## src/wprm_pkg.sv

```systemverilog
`timescale 1ns / 1ps

package wprm_pkg;

  // Configuration register indexes
  localparam int CFG_IDX_W = 1;
  localparam logic [CFG_IDX_W-1:0] CFG_CHANNEL_COUNT  = 1'b0;
  localparam logic [CFG_IDX_W-1:0] CFG_WINDOW_SAMPLES = 1'b1;

  // Register widths and reset values
  localparam int CC_W          = 4;
  localparam int WIN_W         = 24;
  localparam int CFG_DATA_W    = 24;
  localparam int CC_RESET      = 2;
  localparam int WIN_RESET     = 1024;

  // Scaling constants
  localparam int LEVEL_SCALE   = 1000;
  localparam int RMS_SCALE     = 1000000;

  // Result field widths
  localparam int PEAK_W        = 11;
  localparam int RMS_W         = 10;
  localparam int OUT_DATA_W    = 32;
  localparam int OUT_USER_W    = 3;

  // Datapath widths: square sum, long division and the shared subtractor
  localparam int SQ_W          = 64;
  localparam int MUL_W         = 33;
  localparam int DIV_W         = 84;
  localparam int REM_W         = 24;
  localparam int SUB_W         = 65;
  localparam int CNT_W         = 7;
  localparam int SQRT_STEPS    = 32;
  localparam logic [SQ_W-1:0] SQRT_BIT0 = 64'h4000_0000_0000_0000;

  // Sequencer states
  typedef enum logic [12:0] {
    ST_IDLE  = 13'b0_0000_0000_0001,
    ST_SQR   = 13'b0_0000_0000_0010,
    ST_ACC   = 13'b0_0000_0000_0100,
    ST_DIVCH = 13'b0_0000_0000_1000,
    ST_DFIX  = 13'b0_0000_0001_0000,
    ST_MLO   = 13'b0_0000_0010_0000,
    ST_MHI   = 13'b0_0000_0100_0000,
    ST_MADD  = 13'b0_0000_1000_0000,
    ST_DIV   = 13'b0_0001_0000_0000,
    ST_SQSET = 13'b0_0010_0000_0000,
    ST_SQRT  = 13'b0_0100_0000_0000,
    ST_FMT   = 13'b0_1000_0000_0000,
    ST_OUT   = 13'b1_0000_0000_0000
  } state_t;

endpackage

```

## src/windowed_peak_rms_meter.sv

```systemverilog
// Per sample: after a transaction the block squares and accumulates before it is ready again.
// Window close: a 24-step channel-count divide, then per channel 84 divide steps and 32 root
// steps on the shared subtractor, then the first result is shown; each further channel starts
// its multiply, divide and root steps once the previous result is taken.
// Synchronous active-low reset: idle, registers to their defaults, accumulators cleared.
`timescale 1ns / 1ps

module windowed_peak_rms_meter #(
  parameter int MAX_CHANNELS = 8,
  parameter int SAMPLE_BITS  = 16
) (
  input  logic                                   clk,
  input  logic                                   rst_n,
  // Configuration write port
  input  logic                                   cfg_we,
  input  logic [wprm_pkg::CFG_IDX_W-1:0]         cfg_index,
  input  logic [wprm_pkg::CFG_DATA_W-1:0]        cfg_wdata,
  // Sample stream
  input  logic                                   in_tvalid,
  output logic                                   in_tready,
  // in_tdata: sample (SAMPLE_BITS, signed), upper bits padding
  input  logic [((SAMPLE_BITS+7)/8)*8-1:0]       in_tdata,
  // Level results
  output logic                                   out_tvalid,
  input  logic                                   out_tready,
  // out_tdata: peak_high [10:0], peak_low [21:11], rms_level [31:22]
  output logic [wprm_pkg::OUT_DATA_W-1:0]        out_tdata,
  // out_tuser: channel [2:0]
  output logic [wprm_pkg::OUT_USER_W-1:0]        out_tuser,
  output logic                                   out_tlast
);

  import wprm_pkg::*;

  localparam int SB    = SAMPLE_BITS;
  localparam int MM_W  = SB + 1;
  localparam int PK_W  = MM_W + 11;
  localparam int SH    = 2 * (SB - 1);
  localparam int CH_W  = (MAX_CHANNELS > 1) ? $clog2(MAX_CHANNELS) : 1;
  localparam int EFF_W = $clog2(MAX_CHANNELS + 1);

  localparam logic [4:0]              MAX5     = 5'(MAX_CHANNELS);
  localparam logic signed [MM_W-1:0]  MM_POS   = {2'b01, {(SB-1){1'b0}}};
  localparam logic signed [MM_W-1:0]  MM_NEG   = {2'b11, {(SB-1){1'b0}}};
  localparam logic signed [PK_W-1:0]  PK_SCALE = PK_W'(LEVEL_SCALE);
  localparam logic signed [PK_W-1:0]  PK_ROUND = PK_W'((64'd1 << (SB - 1)) - 64'd1);
  localparam logic [DIV_W-1:0]        SAT_LIM  = DIV_W'(RMS_SCALE) << (SH + 1);

  // Control state
  state_t                    state_r, state_nxt;
  logic [CC_W-1:0]           chan_cnt_r, chan_cnt_nxt;
  logic [WIN_W-1:0]          win_samp_r, win_samp_nxt;
  logic [WIN_W-1:0]          win_cnt_r, win_cnt_nxt;
  logic [CH_W-1:0]           pos_r, pos_nxt;
  logic signed [MM_W-1:0]    max_r [MAX_CHANNELS];
  logic signed [MM_W-1:0]    max_nxt [MAX_CHANNELS];
  logic signed [MM_W-1:0]    min_r [MAX_CHANNELS];
  logic signed [MM_W-1:0]    min_nxt [MAX_CHANNELS];
  logic [SQ_W-1:0]           sum_r [MAX_CHANNELS];
  logic [SQ_W-1:0]           sum_nxt [MAX_CHANNELS];
  logic                      out_valid_r, out_valid_nxt;

  // Datapath registers
  logic signed [SB-1:0]      s_r, s_nxt;
  logic [CH_W-1:0]           idx_r, idx_nxt;
  logic [SQ_W-1:0]           prod_r, prod_nxt;
  logic [DIV_W-1:0]          dq_r, dq_nxt;
  logic [REM_W-1:0]          rem_r, rem_nxt;
  logic [REM_W-1:0]          den_r, den_nxt;
  logic [CNT_W-1:0]          cnt_r, cnt_nxt;
  logic [SQ_W-1:0]           x_r, x_nxt;
  logic [SQ_W-1:0]           root_r, root_nxt;
  logic [SQ_W-1:0]           bit_r, bit_nxt;
  logic                      sat_r, sat_nxt;
  logic [OUT_DATA_W-1:0]     out_data_r, out_data_nxt;
  logic [OUT_USER_W-1:0]     out_user_r, out_user_nxt;
  logic                      out_last_r, out_last_nxt;

  // Combinational helpers
  logic [4:0]                eff5;
  logic [EFF_W-1:0]          eff;
  logic [CH_W-1:0]           ch_sel;
  logic [EFF_W-1:0]          ch_inc;
  logic [CH_W-1:0]           pos_next_val;
  logic [WIN_W-1:0]          win_inc;
  logic signed [MM_W-1:0]    s_ext;
  logic signed [MM_W-1:0]    max_rd, min_rd;
  logic [SQ_W-1:0]           sum_rd;
  logic signed [MUL_W-1:0]   mul_a, mul_b;
  logic signed [2*MUL_W-1:0] mul_p;
  logic [SUB_W-1:0]          sub_a, sub_b, sub_d;
  logic                      borrow;
  logic signed [PK_W-1:0]    hi_mul, lo_mul, hi_adj, lo_adj, hi_q, lo_q;
  logic [RMS_W-1:0]          rms_val;

  // Effective channel count: zero counts as one, large values clamp
  always_comb begin
    if (chan_cnt_r == '0) begin
      eff5 = 5'd1;
    end else if ({1'b0, chan_cnt_r} > MAX5) begin
      eff5 = MAX5;
    end else begin
      eff5 = {1'b0, chan_cnt_r};
    end
  end
  assign eff = EFF_W'(eff5);

  // Round-robin channel selection for the incoming sample
  assign ch_sel       = (EFF_W'(pos_r) >= eff) ? '0 : pos_r;
  assign ch_inc       = EFF_W'(ch_sel) + EFF_W'(1);
  assign pos_next_val = (ch_inc >= eff) ? '0 : CH_W'(ch_inc);
  assign win_inc      = win_cnt_r + WIN_W'(1);

  // Accumulator read port, addressed by the working channel only
  assign s_ext  = MM_W'(s_r);
  assign max_rd = max_r[idx_r];
  assign min_rd = min_r[idx_r];
  assign sum_rd = sum_r[idx_r];

  // Shared multiplier: sample square, or a half of the square sum times one million
  always_comb begin
    mul_a = '0;
    mul_b = '0;
    if (state_r == ST_SQR) begin
      mul_a = MUL_W'(s_r);
      mul_b = MUL_W'(s_r);
    end else if (state_r == ST_MLO) begin
      mul_a = $signed({1'b0, sum_rd[31:0]});
      mul_b = MUL_W'(RMS_SCALE);
    end else if (state_r == ST_MHI) begin
      mul_a = $signed({1'b0, sum_rd[63:32]});
      mul_b = MUL_W'(RMS_SCALE);
    end
  end
  assign mul_p = mul_a * mul_b;

  // Shared subtractor: restoring division step, or square root step
  always_comb begin
    if (state_r == ST_SQRT) begin
      sub_a = {1'b0, x_r};
      sub_b = {1'b0, root_r | bit_r};
    end else begin
      sub_a = SUB_W'({rem_r, dq_r[DIV_W-1]});
      sub_b = SUB_W'(den_r);
    end
  end
  assign sub_d  = sub_a - sub_b;
  assign borrow = sub_d[SUB_W-1];

  // Peak scaling: times 1000, divided by full scale, truncated toward zero
  assign hi_mul  = PK_W'(max_rd) * PK_SCALE;
  assign lo_mul  = PK_W'(min_rd) * PK_SCALE;
  assign hi_adj  = hi_mul + (hi_mul[PK_W-1] ? PK_ROUND : '0);
  assign lo_adj  = lo_mul + (lo_mul[PK_W-1] ? PK_ROUND : '0);
  assign hi_q    = hi_adj >>> (SB - 1);
  assign lo_q    = lo_adj >>> (SB - 1);

  // Level saturates at full scale
  assign rms_val = (sat_r || (root_r > SQ_W'(LEVEL_SCALE))) ? RMS_W'(LEVEL_SCALE)
                                                            : root_r[RMS_W-1:0];

  // Sequencer and next-state logic
  always_comb begin
    state_nxt     = state_r;
    chan_cnt_nxt  = chan_cnt_r;
    win_samp_nxt  = win_samp_r;
    win_cnt_nxt   = win_cnt_r;
    pos_nxt       = pos_r;
    max_nxt       = max_r;
    min_nxt       = min_r;
    sum_nxt       = sum_r;
    out_valid_nxt = out_valid_r;
    s_nxt         = s_r;
    idx_nxt       = idx_r;
    prod_nxt      = prod_r;
    dq_nxt        = dq_r;
    rem_nxt       = rem_r;
    den_nxt       = den_r;
    cnt_nxt       = cnt_r;
    x_nxt         = x_r;
    root_nxt      = root_r;
    bit_nxt       = bit_r;
    sat_nxt       = sat_r;
    out_data_nxt  = out_data_r;
    out_user_nxt  = out_user_r;
    out_last_nxt  = out_last_r;

    // Register writes are to arrive only while the block is idle; the block itself does not enforce it
    if (cfg_we) begin
      unique case (cfg_index)
        CFG_CHANNEL_COUNT:  chan_cnt_nxt = cfg_wdata[CC_W-1:0];
        CFG_WINDOW_SAMPLES: win_samp_nxt = cfg_wdata[WIN_W-1:0];
        default:            chan_cnt_nxt = chan_cnt_r;
      endcase
    end

    unique case (state_r)
      ST_IDLE: begin
        if (in_tvalid) begin
          s_nxt     = in_tdata[SB-1:0];
          idx_nxt   = ch_sel;
          pos_nxt   = pos_next_val;
          state_nxt = ST_SQR;
        end
      end
      ST_SQR: begin
        prod_nxt = mul_p[SQ_W-1:0];
        if (s_ext < min_rd) begin
          min_nxt[idx_r] = s_ext;
        end
        if (s_ext > max_rd) begin
          max_nxt[idx_r] = s_ext;
        end
        state_nxt = ST_ACC;
      end
      ST_ACC: begin
        sum_nxt[idx_r] = sum_rd + prod_r;
        win_cnt_nxt    = win_inc;
        if (win_inc >= win_samp_r) begin
          // Per-channel sample count: window count over channel count
          dq_nxt    = {win_inc, {(DIV_W-WIN_W){1'b0}}};
          rem_nxt   = '0;
          den_nxt   = REM_W'(eff);
          cnt_nxt   = CNT_W'(WIN_W);
          state_nxt = ST_DIVCH;
        end else begin
          state_nxt = ST_IDLE;
        end
      end
      ST_DIVCH, ST_DIV: begin
        rem_nxt = borrow ? sub_a[REM_W-1:0] : sub_d[REM_W-1:0];
        dq_nxt  = {dq_r[DIV_W-2:0], ~borrow};
        cnt_nxt = cnt_r - CNT_W'(1);
        if (cnt_r == CNT_W'(1)) begin
          state_nxt = (state_r == ST_DIVCH) ? ST_DFIX : ST_SQSET;
        end
      end
      ST_DFIX: begin
        // A zero divisor is raised to one
        den_nxt   = (dq_r[WIN_W-1:0] == '0) ? REM_W'(1) : dq_r[REM_W-1:0];
        idx_nxt   = '0;
        state_nxt = ST_MLO;
      end
      ST_MLO: begin
        prod_nxt  = mul_p[SQ_W-1:0];
        state_nxt = ST_MHI;
      end
      ST_MHI: begin
        prod_nxt  = mul_p[SQ_W-1:0];
        dq_nxt    = DIV_W'(prod_r);
        state_nxt = ST_MADD;
      end
      ST_MADD: begin
        dq_nxt    = dq_r + (DIV_W'(prod_r) << 32);
        rem_nxt   = '0;
        cnt_nxt   = CNT_W'(DIV_W);
        state_nxt = ST_DIV;
      end
      ST_SQSET: begin
        sat_nxt   = (dq_r >= SAT_LIM);
        x_nxt     = dq_r[SQ_W-1:0] >> SH;
        root_nxt  = '0;
        bit_nxt   = SQRT_BIT0;
        cnt_nxt   = CNT_W'(SQRT_STEPS);
        state_nxt = ST_SQRT;
      end
      ST_SQRT: begin
        if (!borrow) begin
          x_nxt    = sub_d[SQ_W-1:0];
          root_nxt = (root_r >> 1) | bit_r;
        end else begin
          root_nxt = root_r >> 1;
        end
        bit_nxt = bit_r >> 2;
        cnt_nxt = cnt_r - CNT_W'(1);
        if (cnt_r == CNT_W'(1)) begin
          state_nxt = ST_FMT;
        end
      end
      ST_FMT: begin
        out_data_nxt  = {rms_val, lo_q[PEAK_W-1:0], hi_q[PEAK_W-1:0]};
        out_user_nxt  = OUT_USER_W'(idx_r);
        out_last_nxt  = ((EFF_W'(idx_r) + EFF_W'(1)) == eff);
        out_valid_nxt = 1'b1;
        state_nxt     = ST_OUT;
      end
      ST_OUT: begin
        if (out_tready) begin
          out_valid_nxt = 1'b0;
          if (out_last_r) begin
            // Window finished: clear every accumulator and the sample count
            for (int i = 0; i < MAX_CHANNELS; i++) begin
              max_nxt[i] = MM_NEG;
              min_nxt[i] = MM_POS;
              sum_nxt[i] = '0;
            end
            win_cnt_nxt = '0;
            state_nxt   = ST_IDLE;
          end else begin
            idx_nxt   = idx_r + CH_W'(1);
            state_nxt = ST_MLO;
          end
        end
      end
      default: begin
        state_nxt = ST_IDLE;
      end
    endcase
  end

  // Control registers with reset
  always_ff @(posedge clk) begin
    if (!rst_n) begin
      state_r     <= ST_IDLE;
      chan_cnt_r  <= CC_W'(CC_RESET);
      win_samp_r  <= WIN_W'(WIN_RESET);
      win_cnt_r   <= '0;
      pos_r       <= '0;
      out_valid_r <= 1'b0;
      for (int i = 0; i < MAX_CHANNELS; i++) begin
        max_r[i] <= MM_NEG;
        min_r[i] <= MM_POS;
        sum_r[i] <= '0;
      end
    end else begin
      state_r     <= state_nxt;
      chan_cnt_r  <= chan_cnt_nxt;
      win_samp_r  <= win_samp_nxt;
      win_cnt_r   <= win_cnt_nxt;
      pos_r       <= pos_nxt;
      out_valid_r <= out_valid_nxt;
      max_r       <= max_nxt;
      min_r       <= min_nxt;
      sum_r       <= sum_nxt;
    end
  end

  // Datapath registers
  always_ff @(posedge clk) begin
    s_r        <= s_nxt;
    idx_r      <= idx_nxt;
    prod_r     <= prod_nxt;
    dq_r       <= dq_nxt;
    rem_r      <= rem_nxt;
    den_r      <= den_nxt;
    cnt_r      <= cnt_nxt;
    x_r        <= x_nxt;
    root_r     <= root_nxt;
    bit_r      <= bit_nxt;
    sat_r      <= sat_nxt;
    out_data_r <= out_data_nxt;
    out_user_r <= out_user_nxt;
    out_last_r <= out_last_nxt;
  end

  assign in_tready  = (state_r == ST_IDLE);
  assign out_tvalid = out_valid_r;
  assign out_tdata  = out_data_r;
  assign out_tuser  = out_user_r;
  assign out_tlast  = out_last_r;

endmodule

```

## config.mk

```make
export PLATFORM = sky130hd
export DESIGN_NAME = windowed_peak_rms_meter
export DESIGN_NICKNAME = d
export VERILOG_FILES = /design/src/wprm_pkg.sv /design/src/windowed_peak_rms_meter.sv
export SDC_FILE = /design/constraint.sdc
export NUM_CORES = 2
export LEC_CHECK = 0
export ABC_AREA = 0
export ABC_CLOCK_PERIOD_IN_PS = 12400
export BUFFER_PORTS_ARGS = -buffer_cell sky130_fd_sc_hd__buf_4
export CAP_MARGIN = 20
export CORE_AREA = 3 3 398 400
export CTS_BUF_LIST = sky130_fd_sc_hd__clkbuf_8
export CTS_CLUSTER_SIZE = 25
export DETAILED_ROUTE_END_ITERATION = 10
export DIE_AREA = 0 0 401 403
export PLACE_DENSITY_LB_ADDON = 0.2
export SYNTH_ARGS = -nofsm -noshare
export SYNTH_HDL_FRONTEND = slang
export SYNTH_SLANG_ARGS = --single-unit
```

## constraint.sdc

```tcl
create_clock -name clk -period 12.4 [get_ports clk]
set_input_delay 1.86 -clock clk [delete_from_list [all_inputs] [get_ports clk]]
set_output_delay 1.86 -clock clk [all_outputs]
set_load 0.01 [all_outputs]
```

; Word level (Yosys, flattened, before mapping)
; Cells that the tools add are included.
[totals]
reg_bits = 1304
in_bits = 46
output_inout_bits = 38
wordCells = 201
[op_classes]
add_sub_neg = 10
multipliers = 3
order_cmp = 10
eq_ne = 25
muxes = 73
n_bitwise = 5
n_reduce_logical = 30
[op_table]
columns = cell, n
row1 = $mux 512, 2
row2 = $pmux 512 s2, 1
row3 = $mux 136, 6
row4 = $pmux 136 s2, 2
row5 = $bwmux 512, 1
row6 = $mux 64, 7
row7 = $pmux 64 s2, 3
row8 = $pmux 84 s4, 1
row9 = $bwmux 136, 2
row10 = $bmux 64 s3, 1
row11 = $demux 64 s3, 1
row12 = $pmux 13 s12, 1
row13 = $mux 24, 6
row14 = $bmux 17 s3, 2
row15 = $mux 33, 3
row16 = $pmux 24 s2, 2
row17 = $mux 17, 5
row18 = $add 84x84->84, 1
row19 = $ge 84x51->1 const B, 1
row20 = $mux 84, 1
row21 = $pmux 24 s3, 1
row22 = $sub 65x65->65, 1
row23 = $add 64x64->64, 1
row24 = $gt 64x10->1 const B, 1
row25 = other kinds (62), 103

; Depth between registers and ports, before layout
[depth]
depth_word = 8
mapped_depth = 41
depth_no_buf = 38

; Worst setup path before layout
; OpenSTA, ideal clock, no wires.
[synth_timing]
kind = register -> register
startpoint = reg state_r[9]
endpoint = reg prod_r[62], data pin
setup_time_ps = 265
t_arrival_ps = 10984
required_ps = 12135
path_slack_ps = 1151
stages_incl_launch_ff = 37
n_path_buf = 5
period_less_slack_ps = 11249
cell_sequence = dfxtp_1 nor2_1 and3_1 and2_1 buf_2 nand3b_2 nor3b_2 and2_1 clkbuf_1 clkbuf_1 clkbuf_1 inv_1 ha_1 inv_1 ha_1 ha_1 inv_1 fa_1 fa_1 inv_1 fa_1 fa_1 fa_1 inv_1 fa_1 inv_1 ha_1 clkbuf_1 and3_1 nand4_1 or2_2 a211oi_1 o221ai_1 o21ai_1 nand2_1 o21ai_0 xor2_1
[synth_between]
elab_chain_len = 5
[synth_rtl]
columns = element, line
row1 = start: declaration, windowed_peak_rms_meter.sv:50  ; state_t state_r, state_nxt;
row2 = start signal: assignment, windowed_peak_rms_meter.sv:326  ; state_r <= state_nxt;
row3 = $eq 13x7->1, windowed_peak_rms_meter.sv:130  ; end else if (state_r == ST_MHI) begin
row4 = $mux 32 / $mux 20 (equally long branches), windowed_peak_rms_meter.sv:130
row5 = $mux 33 / $mux 20 (equally long branches), windowed_peak_rms_meter.sv:127  ; end else if (state_r == ST_MLO) begin
row6 = $mux 33, windowed_peak_rms_meter.sv:124  ; if (state_r == ST_SQR) begin
row7 = $mul 33x33->64 (*), windowed_peak_rms_meter.sv:135  ; assign mul_p = mul_a * mul_b;
row8 = net mul_p[62], windowed_peak_rms_meter.sv:90  ; logic signed [2*MUL_W-1:0] mul_p;
row9 = end signal: assignment, windowed_peak_rms_meter.sv:342  ; prod_r <= prod_nxt;
row10 = end: declaration, windowed_peak_rms_meter.sv:66  ; logic [SQ_W-1:0] prod_r, prod_nxt;
; The timed path passes the listed nets; every way through them passes the cells marked *.
; A chain may end at the register's enable or synchronous reset.

; Worst setup path in the final report
[layout_timing]
startpoint = reg state_r[0]
endpoint = reg prod_r[60], data pin
; The elaborated chain is that of the path after synthesis.

==> results.md <==
* CTS Hold Bufs at 0
* Transition time at the pin with the least slew margin at 1.312 ns
* Sink count of the clock tree at ~1.3k
* Post-synthesis area per instance at 9.208 um^2
* Final weighted congestion in routability-driven placement at 1.017
* Most used cells in the layout excluding fill and tap cells: sky130_fd_sc_hd__inv_1, sky130_fd_sc_hd__nand2_1, sky130_fd_sc_hd__fa_1
* Final Cell Area at 0.1075 mm^2
* Die Span X at 401 um
* Final Slew Violations at 0
* Most common flop cell mapped by yosys: sky130_fd_sc_hd__dfxtp_1
* Most common library cell in the layout ignoring fill and taps: sky130_fd_sc_hd__inv_1
* Unrepaired setup endpoints after global routing: no
* Area Overhead vs Synth at 6.555%
* Aggregate global routing overflow at 0
* Clock tree root buffer cell: sky130_fd_sc_hd__clkbuf_8
* Post-synthesis sequential area ratio at between 20% and 30%
* CP max FO at 48
* Area of the core at around 0.16 mm^2
* Terminus of the critical flop-to-flop path: prod_r[60]
* Number of nets in the final layout at roughly 13k
* Reg-to-reg slack, setup at 1.13 ns
* Crit Reg-Reg Startpoint: state_r[0]
* Initial antenna violation count at 18
* Hold path endpoint: min_r[83]
* Total global routing track utilization at between 40% and 50%
* Area of the mapped netlist at 0.1009 mm^2
* Critical path startpoint category: flop
* Power density cells at approximately 130 mW/mm^2
* Largest area contributor in the netlist: sky130_fd_sc_hd__fa_1
* First DRT Iteration DRCs at 9904
* Number of library cell types mapped by synthesis at ~110
* Number of cell instances on the worst register-to-register path at 36
* Leakage power at 48.60 nW
* Cells on Worst Hold Path at 2
* I/O Buffers at 83
* Relative contribution of sequential cells to total power at 32.4%
* Arrival time worst endpoint at between 10 and 15 ns
* Beginning of the worst hold path: min_r[83]
* Ratio of routed vias to standard cells at 6.420
* HPWL after detailed placement at 242.8 mm
* Share of async-settable or async-resettable flops after synthesis at 0%
* Relative contribution of the clock network to total power at 25.5%
* Post-CTS Setup Bufs at 0
* Clock latency on the worst-skew pair at about 0.94 ns
* Max_cap viols at 0
* TritonCTS clock tree: yes
* Worst Setup Path Type: flop to flop
* Part of the cycle the worst path needs at 90.86%
* Largest incremental delay on the critical path at between 0.7 and 0.8 ns
* Max VDD drop at around 110 uV
* Maximum clock frequency at 88.76 MHz
* Sw Share at around 40%
* Die area at 0.1616 mm^2
* Internal cell power at 8.340 mW
* Syn Inst Count at 10.96k
* Clock skew at 0.04506 ns
* Cell Area, Placed at 0.1034 mm^2
* Routed WL at 329.9 mm
* Post_cts resized at 0
* First-pass GRT wire length at 501.3 mm
* Number of buffers inserted during clock tree synthesis at 199
* Hold Violations, Final at 0
* Combinational share of power at 42.1%
* Overall die height at 403 um
* Ranking of synthesized cells by area: sky130_fd_sc_hd__fa_1, sky130_fd_sc_hd__dfxtp_1, sky130_fd_sc_hd__edfxtp_1
* Number of filler cells placed in the layout at 12.31k
* CP top delay family: adder cells
* IO Pins at 84
* Layout cell share with drive strength beyond 1 at ~7.4%
* Switching component of the power at a little under 6 mW
* CP most frequent cell: sky130_fd_sc_hd__fa_1
* Effective utilization at floorplan at 64.81%
* Worst slew margin at 12.56%
* Final min period at 11.27 ns
* Routed wire per std cell at 25.25 um
* Post-DRT Antenna Nets at 0
* Count of TritonRoute iterations in the first routing pass at 7
* Number of warnings issued by yosys at 0
* Outcome: finished clean
* Clk buf depth at 3
* Clock slew at reported path FFs at around 0.060 ns
* Number of remaining DRC errors at 0
* CTS HTree Levels at 4
* Buffers and inverters on the worst path at 8
* Finish-stage setup viols at 0
* Worst hold path class: flop to flop
* Number of synthesized flops with an enable pin at approximately 420
* Routed via count at about 84k
* Post-Route Setup TNS at 0 ns
* Fraction of synthesized cell area taken by the top area cell type at about 20%
* Data required time at the worst endpoint at roughly 13 ns
* Worst Setup End Kind: flop
* Largest net degree at the start of global routing at 157
* Number of placement rows at roughly 150
* CP max-delay cell: sky130_fd_sc_hd__nand2b_1
* Via count of the first global-routing pass at approximately 84k
* Register bit total from synthesis at 1263
[kinds of logic (layout without fill, tap and decap cells)]
| logic type | after synthesis | after routing | synth area share, % |
|---|---|---|---|
| buffers and inverters | 1973 | 2014 | 7.520 |
| multiplexers | 168 | 168 | 2.751 |
| flip-flops | 1263 | 1263 | 29.21 |
| XOR/XNOR | 346 | 346 | 3.071 |
| adder cells (fa/ha/maj) | 1671 | 1671 | 28.31 |
| other | 2 | 14 | 0.007445 |
| AO/OA/AOI/OAI | 2332 | 2332 | 14.73 |
| AND/OR/NAND/NOR | 3200 | 3200 | 14.40 |
[registers in the layout, summed over array words and instances (netlist names), 3 cells and up]
name        cells
cnt_r           7
chan_cnt_r      4
max_r         128
state_r        13
pos_r           3
min_r         136
dq_r           84
prod_r         64
root_r         63
den_r          24
out_tdata      32
sum_r         512
rem_r          24
idx_r           3
win_samp_r     24
win_cnt_r      24
out_tuser       3
x_r            64
bit_r          32
s_r            16
[synthesized netlist by cell type, types with 22 or more instances]
library cell and number:
sky130_fd_sc_hd__nand2b_1 66, sky130_fd_sc_hd__a31oi_1 68, sky130_fd_sc_hd__nand4_1 68, sky130_fd_sc_hd__o31ai_1 29, sky130_fd_sc_hd__a22oi_1 288, sky130_fd_sc_hd__o21ai_0 482
sky130_fd_sc_hd__a21oi_1 674, sky130_fd_sc_hd__o211ai_1 22, sky130_fd_sc_hd__nor4_1 50, sky130_fd_sc_hd__clkbuf_1 483, sky130_fd_sc_hd__a211oi_1 37, sky130_fd_sc_hd__nor2b_1 55
sky130_fd_sc_hd__buf_1 30, sky130_fd_sc_hd__a221oi_1 25, sky130_fd_sc_hd__o21a_1 47, sky130_fd_sc_hd__mux2i_1 59, sky130_fd_sc_hd__dfxtp_1 845, sky130_fd_sc_hd__xnor2_1 212
sky130_fd_sc_hd__a32o_1 48, sky130_fd_sc_hd__buf_2 72, sky130_fd_sc_hd__and4_1 24, sky130_fd_sc_hd__a22o_1 56, sky130_fd_sc_hd__fa_1 1020, sky130_fd_sc_hd__nor3_1 83
sky130_fd_sc_hd__mux4_2 84, sky130_fd_sc_hd__o221ai_1 22, sky130_fd_sc_hd__nand2_1 1360, sky130_fd_sc_hd__edfxtp_1 418, sky130_fd_sc_hd__o21ai_1 53, sky130_fd_sc_hd__o22ai_1 87
sky130_fd_sc_hd__and2_1 181, sky130_fd_sc_hd__a21o_1 191, sky130_fd_sc_hd__ha_1 648, sky130_fd_sc_hd__mux2_2 23, sky130_fd_sc_hd__nand3_1 373, sky130_fd_sc_hd__and3_1 127
sky130_fd_sc_hd__nor2_1 697, sky130_fd_sc_hd__o21bai_1 42, sky130_fd_sc_hd__xor2_1 128, sky130_fd_sc_hd__inv_1 1364, sky130_fd_sc_hd__or2_2 25
[layout make-up]
cell class / count / area, um^2 / area share (%)
multi-input cells: 7721 / 64070 / 59.61
flip-flops and latches: 1263 / 29470 / 27.42
inverters: 1368 / 5146 / 4.788
clock buffers: 228 / 3138 / 2.919
well taps: 2058 / 2575 / 2.396
repair buffers: 280 / 2215 / 2.060
clock inverters: 138 / 850.8 / 0.7915
diodes: 10 / 25.02 / 0.02328
[per-stage QoR]
stage                     setup slack, ns  instances  utilization, %  hold WS (ns)  total power [mW]
after global routing               0.8011      13060           69.04        0.4619             14.87
after CTS                           1.339      13050           68.97        0.4449             14.00
after floorplan                     1.151      10960               -        0.4198             8.708
after detailed placement            1.408      12680           66.41        0.4353             10.45
final                               1.134      13070           69.05        0.4472             14.11
after global placement              1.430      12680           66.41        0.4279             10.33
[how the worst max path moves through the flow]
stage                     startpoint         end  cells after the start
after floorplan           state_r[9]  prod_r[62]                     36
after global placement    state_r[0]  prod_r[60]                     36
after detailed placement  state_r[9]  prod_r[60]                     36
after CTS                 state_r[9]  prod_r[60]                     36
after global routing        idx_r[0]  prod_r[60]                     34
final                     state_r[0]  prod_r[60]                     36
[power by group through the flow]
stage          combinational [mW]  clock, mW  sequential (mW)
2_1_floorplan                4.16          0             4.55
3_3_place_gp                 5.69          0             4.64
3_5_place_dp                 5.81          0             4.64
4_1_cts                      5.83       3.61             4.55
5_1_grt                      6.52       3.80             4.56
6_report                     5.95       3.60             4.57
[metal layers]
| metal | up-vias | share of wire, % | GRT usage (%) |
|---|---|---|---|
| li1 | 36760 | - | - |
| met1 | 41100 | 37 | 51.95 |
| met2 | 4865 | 45 | 63.54 |
| met3 | 1137 | 11 | 8.703 |
| met4 | 18 | 6.8 | 23.60 |
| met5 | - | 0.033 | 0 |
[worst register-to-register path, delay by kind of cell (launching register included)]
family | cells | cell delay (ns)
buffers and inverters | 8 | 1.16
flip-flops | 1 | 0.41
AO/OA/AOI/OAI | 8 | 2.21
XOR/XNOR | 1 | 0.09
AND/OR/NAND/NOR | 10 | 2.42
adder cells (fa/ha/maj) | 9 | 4.73
Note: power is estimated with default switching activity, not from simulation.
